<file path="src/hdl/cfb_pkg.sv">
package cfb_pkg;

    // byte position within the bytes one item can produce
    typedef logic [3:0] t_pos;

    localparam t_pos POS_HDR_M  = 4'd0;
    localparam t_pos POS_HDR_A  = 4'd1;
    localparam t_pos POS_LEN_LO = 4'd2;
    localparam t_pos POS_LEN_HI = 4'd3;
    localparam t_pos POS_CMD_LO = 4'd4;
    localparam t_pos POS_CMD_HI = 4'd5;
    localparam t_pos POS_DATA   = 4'd6;
    localparam t_pos POS_CHK_LO = 4'd7;
    localparam t_pos POS_CHK_HI = 4'd8;

    localparam logic [7:0]  HDR_M       = 8'h4D;
    localparam logic [7:0]  HDR_A       = 8'h61;
    localparam logic [15:0] TRAILER_LEN = 16'd8;

    // one input item as held by the item register
    typedef struct packed {
        logic [15:0] cmd_code;
        logic [10:0] payload_length;
        logic        has_byte;
        logic [7:0]  data_byte;
        logic        last;
    } t_item;

    // what the item register does this cycle
    typedef struct packed {
        logic fire;
        logic emit;
        t_pos pos;
    } t_step;

    // running byte sum
    function automatic logic [7:0] fold_sum(input logic [7:0] s, input logic [7:0] b);
        logic [8:0] total;
        total = {1'b0, s} + {1'b0, b};
        return total[7:0];
    endfunction

    // rotate left, add sum carry, xor byte
    function automatic logic [7:0] fold_mix(input logic [7:0] s, input logic [7:0] m,
                                            input logic [7:0] b);
        logic [8:0] total;
        logic [7:0] rot;
        total = {1'b0, s} + {1'b0, b};
        rot   = {m[6:0], m[7]};
        return (rot + {7'd0, total[8]}) ^ b;
    endfunction

endpackage

</file>
<file path="src/hdl/cfb_item.sv">
module cfb_item (
    input  logic           i_clk,
    input  logic           i_rst_n,
    input  logic           i_in_valid,
    input  cfb_pkg::t_item i_item,
    input  logic           i_in_frame,
    input  logic           i_slot_free,
    output logic           o_in_stall,
    output cfb_pkg::t_item o_item,
    output cfb_pkg::t_step o_step
);

    logic           r_hv;
    cfb_pkg::t_pos  r_pos;
    cfb_pkg::t_item r_item;

    cfb_pkg::t_pos  n_pos;
    logic           emit;
    logic           final_byte;
    logic           fire;
    logic           done;
    logic           accept;

    // pick the next position that produces a byte for the held item
    always_comb begin
        emit  = 1'b1;
        n_pos = r_pos;
        if (r_pos < cfb_pkg::POS_DATA && !i_in_frame) begin
            n_pos = r_pos;
        end else if (r_pos <= cfb_pkg::POS_DATA && r_item.has_byte) begin
            n_pos = cfb_pkg::POS_DATA;
        end else if (r_item.last) begin
            n_pos = (r_pos > cfb_pkg::POS_CHK_LO) ? r_pos : cfb_pkg::POS_CHK_LO;
        end else begin
            emit = 1'b0;
        end
    end

    // item finishes when its last byte leaves or it has nothing to give
    assign final_byte = (n_pos == cfb_pkg::POS_CHK_HI)
                      || (n_pos == cfb_pkg::POS_DATA && !r_item.last)
                      || (n_pos == cfb_pkg::POS_CMD_HI && !r_item.has_byte && !r_item.last);
    assign fire       = r_hv && (!emit || i_slot_free);
    assign done       = fire && (!emit || final_byte);
    assign o_in_stall = r_hv && !done;
    assign accept     = i_in_valid && !o_in_stall;

    // item register and byte position
    always_ff @(posedge i_clk) begin
        if (!i_rst_n) begin
            r_hv  <= 1'b0;
            r_pos <= cfb_pkg::POS_HDR_M;
        end else if (accept) begin
            r_hv  <= 1'b1;
            r_pos <= cfb_pkg::POS_HDR_M;
        end else if (done) begin
            r_hv  <= 1'b0;
        end else if (fire) begin
            r_pos <= n_pos + 4'd1;
        end
    end

    always_ff @(posedge i_clk) begin
        if (accept) begin
            r_item <= i_item;
        end
    end

    assign o_item      = r_item;
    assign o_step.fire = fire;
    assign o_step.emit = emit;
    assign o_step.pos  = n_pos;

endmodule

</file>
<file path="src/hdl/cfb_frame.sv">
module cfb_frame (
    input  logic           i_clk,
    input  logic           i_rst_n,
    input  cfb_pkg::t_item i_item,
    input  cfb_pkg::t_step i_step,
    input  logic           i_out_stall,
    output logic           o_in_frame,
    output logic           o_slot_free,
    output logic           o_out_valid,
    output logic [7:0]     o_out_byte,
    output logic           o_frame_end
);

    logic       r_in_frame;
    logic [7:0] r_sum;
    logic [7:0] r_mix;
    logic       r_ov;
    logic [7:0] r_byte;
    logic       r_end;

    logic [15:0] flen;
    logic [7:0]  n_byte;
    logic [7:0]  base_sum;
    logic [7:0]  base_mix;
    logic        load;

    assign flen = {5'd0, i_item.payload_length} + cfb_pkg::TRAILER_LEN;
    assign load = i_step.fire && i_step.emit;

    // byte for the chosen position
    always_comb begin
        case (i_step.pos)
            cfb_pkg::POS_HDR_M:  n_byte = cfb_pkg::HDR_M;
            cfb_pkg::POS_HDR_A:  n_byte = cfb_pkg::HDR_A;
            cfb_pkg::POS_LEN_LO: n_byte = flen[7:0];
            cfb_pkg::POS_LEN_HI: n_byte = flen[15:8];
            cfb_pkg::POS_CMD_LO: n_byte = i_item.cmd_code[7:0];
            cfb_pkg::POS_CMD_HI: n_byte = i_item.cmd_code[15:8];
            cfb_pkg::POS_DATA:   n_byte = i_item.data_byte;
            cfb_pkg::POS_CHK_LO: n_byte = r_sum;
            cfb_pkg::POS_CHK_HI: n_byte = r_mix;
            default:             n_byte = 8'd0;
        endcase
    end

    // checksum restarts on the frame's first header byte
    assign base_sum = (i_step.pos == cfb_pkg::POS_HDR_M) ? 8'd0 : r_sum;
    assign base_mix = (i_step.pos == cfb_pkg::POS_HDR_M) ? 8'd0 : r_mix;

    // frame state and check bytes
    always_ff @(posedge i_clk) begin
        if (!i_rst_n) begin
            r_in_frame <= 1'b0;
            r_sum      <= 8'd0;
            r_mix      <= 8'd0;
        end else if (load) begin
            if (i_step.pos <= cfb_pkg::POS_DATA) begin
                r_sum <= cfb_pkg::fold_sum(base_sum, n_byte);
                r_mix <= cfb_pkg::fold_mix(base_sum, base_mix, n_byte);
            end
            if (i_step.pos == cfb_pkg::POS_CMD_HI) begin
                r_in_frame <= 1'b1;
            end
            if (i_step.pos == cfb_pkg::POS_CHK_HI) begin
                r_in_frame <= 1'b0;
                r_sum      <= 8'd0;
                r_mix      <= 8'd0;
            end
        end
    end

    // output register
    always_ff @(posedge i_clk) begin
        if (!i_rst_n) begin
            r_ov <= 1'b0;
        end else if (load) begin
            r_ov <= 1'b1;
        end else if (!i_out_stall) begin
            r_ov <= 1'b0;
        end
    end

    always_ff @(posedge i_clk) begin
        if (load) begin
            r_byte <= n_byte;
            r_end  <= (i_step.pos == cfb_pkg::POS_CHK_HI);
        end
    end

    assign o_in_frame  = r_in_frame;
    assign o_slot_free = !r_ov || !i_out_stall;
    assign o_out_valid = r_ov;
    assign o_out_byte  = r_byte;
    assign o_frame_end = r_end;

endmodule

</file>
<file path="src/hdl/checksummed_frame_builder_top.sv">
// Frame builder: each item carries at most one payload byte and the block sends
// the framed packet out one byte per cycle while the output is not stalled. A
// frame's first item gives the six header bytes ('M', 'a', length and command
// code, both low byte first), an item with a byte gives that byte, and the last
// item adds the two check bytes, the second flagged by o_frame_end. An item is
// held until it has handed all its bytes to the single output byte register, up
// to 9, and leaves at once when it produces none. The next item is taken in the
// cycle its predecessor hands over its final byte, so a run of payload bytes
// streams at one item per cycle while the output is not stalled.
module checksummed_frame_builder_top (
    input  logic        i_clk,
    input  logic        i_rst_n,
    input  logic        i_in_valid,
    output logic        o_in_stall,
    input  logic [15:0] i_cmd_code,
    input  logic [10:0] i_payload_length,
    input  logic        i_has_byte,
    input  logic [7:0]  i_data_byte,
    input  logic        i_last,
    output logic        o_out_valid,
    input  logic        i_out_stall,
    output logic [7:0]  o_out_byte,
    output logic        o_frame_end
);

    cfb_pkg::t_item in_item;
    cfb_pkg::t_item held_item;
    cfb_pkg::t_step step;
    logic           in_frame;
    logic           slot_free;

    assign in_item.cmd_code       = i_cmd_code;
    assign in_item.payload_length = i_payload_length;
    assign in_item.has_byte       = i_has_byte;
    assign in_item.data_byte      = i_data_byte;
    assign in_item.last           = i_last;

    // item register and byte sequencing
    cfb_item u_item (
        .i_clk       (i_clk),
        .i_rst_n     (i_rst_n),
        .i_in_valid  (i_in_valid),
        .i_item      (in_item),
        .i_in_frame  (in_frame),
        .i_slot_free (slot_free),
        .o_in_stall  (o_in_stall),
        .o_item      (held_item),
        .o_step      (step)
    );

    // frame state, checksum and output register
    cfb_frame u_frame (
        .i_clk       (i_clk),
        .i_rst_n     (i_rst_n),
        .i_item      (held_item),
        .i_step      (step),
        .i_out_stall (i_out_stall),
        .o_in_frame  (in_frame),
        .o_slot_free (slot_free),
        .o_out_valid (o_out_valid),
        .o_out_byte  (o_out_byte),
        .o_frame_end (o_frame_end)
    );

endmodule

</file>
<file path="config.mk">
export PLATFORM = sky130hd
export DESIGN_NAME = checksummed_frame_builder_top
export DESIGN_NICKNAME = d
export VERILOG_FILES = /design/src/hdl/cfb_pkg.sv /design/src/hdl/cfb_item.sv /design/src/hdl/cfb_frame.sv /design/src/hdl/checksummed_frame_builder_top.sv
export SDC_FILE = /design/constraint.sdc
export NUM_CORES = 1
export LEC_CHECK = 0
export ABC_CLOCK_PERIOD_IN_PS = 5600
export BUFFER_PORTS_ARGS = -buffer_cell sky130_fd_sc_hd__buf_4
export CAP_MARGIN = 5
export CORE_UTILIZATION = 35
export CTS_BUF_LIST = sky130_fd_sc_hd__clkbuf_4 sky130_fd_sc_hd__clkbuf_8
export CTS_CLUSTER_SIZE = 24
export DETAILED_ROUTE_END_ITERATION = 10
export SYNTH_ARGS = -nofsm -noshare
export SYNTH_HDL_FRONTEND = slang
export SYNTH_HIERARCHICAL = 1
export SYNTH_SLANG_ARGS = --single-unit
</file>
<file path="constraint.sdc">
create_clock -name i_clk -period 5.6 [get_ports i_clk]
set_input_delay 0.84 -clock i_clk [delete_from_list [all_inputs] [get_ports i_clk]]
set_output_delay 0.84 -clock i_clk [all_outputs]
set_load 0.1 [all_outputs]
</file>
==> impl_metrics.tcl <==
set metrics [dict create \
    yosys.area.top_type "edfxtp_1" \
    hold_viol 0 \
    hold_start "u_frame/r_sum[7]" \
    final_common_cell "buf_4" \
    grt_pass1_wl_um 14030 \
    ys_warn_count 6 \
    fillCellCount 1009 \
    start_kind "register" \
    period_share 0.8754 \
    r2r-start "u_item/r_pos[2]" \
    ant_nets 0 \
    ys_ff_latch 69 \
    ir_worst_vdd_mv 0.1894 \
    syn_nets 414 \
    viasPerCell 5.095 \
    wl_per_cell_um 15.13 \
    worstPathRequired_ns 5.84 \
    cpPeakStageDelay_ns 0.54 \
    post-route-util 0.4258 \
    crit_chain "a21o_1 > o211ai_1 > nand2b_1 > buf_4 > nand3_4 > o221ai_1 > ha_1 > inv_1 > fa_1 > nor2b_1 > o21ai_0 > nand2b_1 > a31o_2 > a21o_1 > a21o_1 > ha_1 > ha_1 > nand2_1 > or3_1 > a21oi_1 > xnor2_1 > o21ai_1" \
    setup_tns_ns 0 \
    path_buf_inv 2 \
    cts_post_setup_buffers_inserted 0 \
    maxCapViolations 0 \
    die_width_um 108.0 \
    num_antenna_cells 0 \
    vias 2828 \
    ctsHoldBuffers 0 \
    num_io_pins 52 \
    grt-ovfl-total 0 \
    fin_area_mm2 0.004636 \
    cts_sinks 69 \
    drc 0 \
    fmax_mhz 204.0 \
    clk_latency_ns 0.35 \
    yosys-top-cells-area "edfxtp_1, dfxtp_1, ha_1" \
    relSlewSlack 0.3399 \
    dpl_worst_slack_ns 0.6894 \
    syn_area_per_cell_um2 11.01 \
    drtIter0Drc 160 \
    power_density_mw_per_mm2 261.4 \
    yosysSeqAreaShare 0.4686 \
    cts.reportedPaths.clkPinSlew_ns 0.08 \
    grt_max_degree 38 \
    min_to "u_frame/r_sum[7]" \
    die_height_um 108.0 \
    skew_ns 0.01170 \
    cts_max_path_buffers 2 \
    fin_ws_ns 0.6976 \
    leakagePower_nw 1.720 \
    antenna_found_initial 0 \
    ys_types 73 \
    rr_worst_depth 22 \
    fin_crit_ns 4.902 \
    worst_pin_slew_ns 0.9895 \
    cts_tree "yes" \
    rows 38 \
    grt_pass1_vias 2807 \
    cts_made_buffers 9 \
    cts-resized-gates 0 \
    path_delay_family "compound AO/OA/AOI/OAI gates" \
    grt_use_total 0.1564 \
    drive_above_1_share 0.2337 \
    r2r_end "u_frame/r_mix[6]" \
    layout.nets 467 \
    postPlaceCellArea_mm2 0.004398 \
    crit_path_end_kind "register" \
    clock-root-buffer "clkbuf_8" \
    criticalPathCategory "register to register" \
    r2r_slack_ns 0.70 \
    dp_hpwl_um 6247 \
    crit_fanout 13 \
    synth_ff_type "edfxtp_1" \
    arrival_ns 5.14 \
    synth_edf_count 46 \
    status "finished clean" \
    first_pass_iters 4 \
    die-area_mm2 0.01166 \
    netlist_instances 357 \
    cpMaxStageDelayCell "o221ai_1" \
    hp-class "register to register" \
    rsz0062_at_grt "false" \
    synth_top_area_share 0.3515 \
    gp_congestion 0.9052 \
    area_delta_synth_final_pct 17.96 \
    finalSetupViolations 0 \
    drt_wl_total_um 8399 \
    final_cell_mix "buf_4, edfxtp_1, nand2_1" \
    holdPathStages 2 \
    port_buffers 51 \
    async_reset_ff_frac 0 \
    initial_core_util 0.3610 \
    core-area_mm2 0.01089 \
    synthesis.area_mm2 0.003930 \
    h-tree-depth 3 \
    drv_slew 0 \
]
==> sequential cells by signal, indices dropped and copies added, names as in the netlist <==
name	cells
u_frame/r_sum	8
u_frame/o_out_valid	1
u_item/o_item	37
u_frame/o_out_byte	8
u_frame/r_mix	8
u_item/r_pos	4
u_item/r_hv	1
u_frame/o_in_frame	1
u_frame/o_frame_end	1
==> worst register-to-register path: cells and delay by family (launching register included) <==
kind / cells / cell delay, ns
AOI/OAI and AO/OA: 9 / 1.63
xor gates and xnor gates: 1 / 0.13
buffers and inverters: 2 / 0.34
and+or+nand+nor: 6 / 1.25
DFF: 1 / 0.42
adders and majority gates: 4 / 1.06
==> metrics by stage <==
step | power (W) | instances | hold WS [ns]
CTS | 0.001225 | 555 | 0.4682
global placement | 0.0007351 | 539 | 0.4532
global route | 0.001262 | 555 | 0.4860
finish | 0.001212 | 555 | 0.4665
detailed placement | 0.0007370 | 539 | 0.4542
floorplan | 0.0006901 | 357 | 0.4293
==> Yosys cell counts (3+ instances only) <==
cell,n
edfxtp_1,46
dfxtp_1,23
a21boi_0,3
buf_4,4
xor2_1,6
a21o_1,9
buf_6,6
mux2i_1,7
o21ai_0,11
xnor2_1,16
nor2b_1,17
ha_1,15
o21ai_1,13
a21oi_1,14
or3_1,3
inv_1,12
nor3b_1,4
and2_1,3
nand2b_1,11
nor2_1,14
a31oi_1,5
nand2_1,34
nand3_1,12
nand4_1,3
nor3_1,6
==> worst max-delay path by stage <==
stage                  startpoint                to  depth (start not counted)
2_1_floorplan     u_item/r_pos[3]  u_frame/r_mix[4]                         25
3_3_place_gp     u_item/o_item[9]  u_frame/r_mix[4]                         22
3_5_place_dp   u_frame/o_in_frame  u_frame/r_mix[6]                         24
4_1_cts        u_frame/o_in_frame  u_frame/r_mix[6]                         24
5_1_grt           u_item/r_pos[2]  u_frame/r_mix[6]                         24
6_report          u_item/r_pos[2]  u_frame/r_mix[6]                         22
==> where the power goes <==
group	switching, W	internal (W)	leakage [nW]	total, W
combinational	0.0000822	0.0000532	0.988	0.000135
sequential	0.0000163	0.000573	0.618	0.000589
clock	0.000194	0.000294	0.115	0.000487
total	0.000292	0.000920	1.72	0.00121
==> logic make-up after synthesis <==
kind of cell / Yosys count / synth area share
buf+inv: 29 / 0.04998
compound gates: 81 / 0.1490
mux: 10 / 0.03693
xor+xnor: 22 / 0.04903
fa+ha+maj: 16 / 0.05285
simple gates: 130 / 0.1936
flops: 69 / 0.4686
==> layer usage <==
layer  track usage  vias up  part of all wire
met4       0.04110        0             0.011
met2        0.2393       72              0.45
met1        0.2237     1334              0.50
li1              -     1414                 -
met3       0.03255        8             0.045
met5             0        -                 0
==> area by class of cell <==
| cell class | count | area [µm²] | share of cell area |
|---|---|---|---|
| inverter | 13 | 53.80 | 0.01161 |
| sequential | 69 | 1842 | 0.3973 |
| tap | 140 | 175.2 | 0.03779 |
| clock buffer | 9 | 123.9 | 0.02672 |
| multi-input combinational | 259 | 1892 | 0.4081 |
| clock inverter | 7 | 113.9 | 0.02456 |
| timing repair buffer | 58 | 435.4 | 0.09393 |
Note: power is estimated with default switching activity, not from simulation.
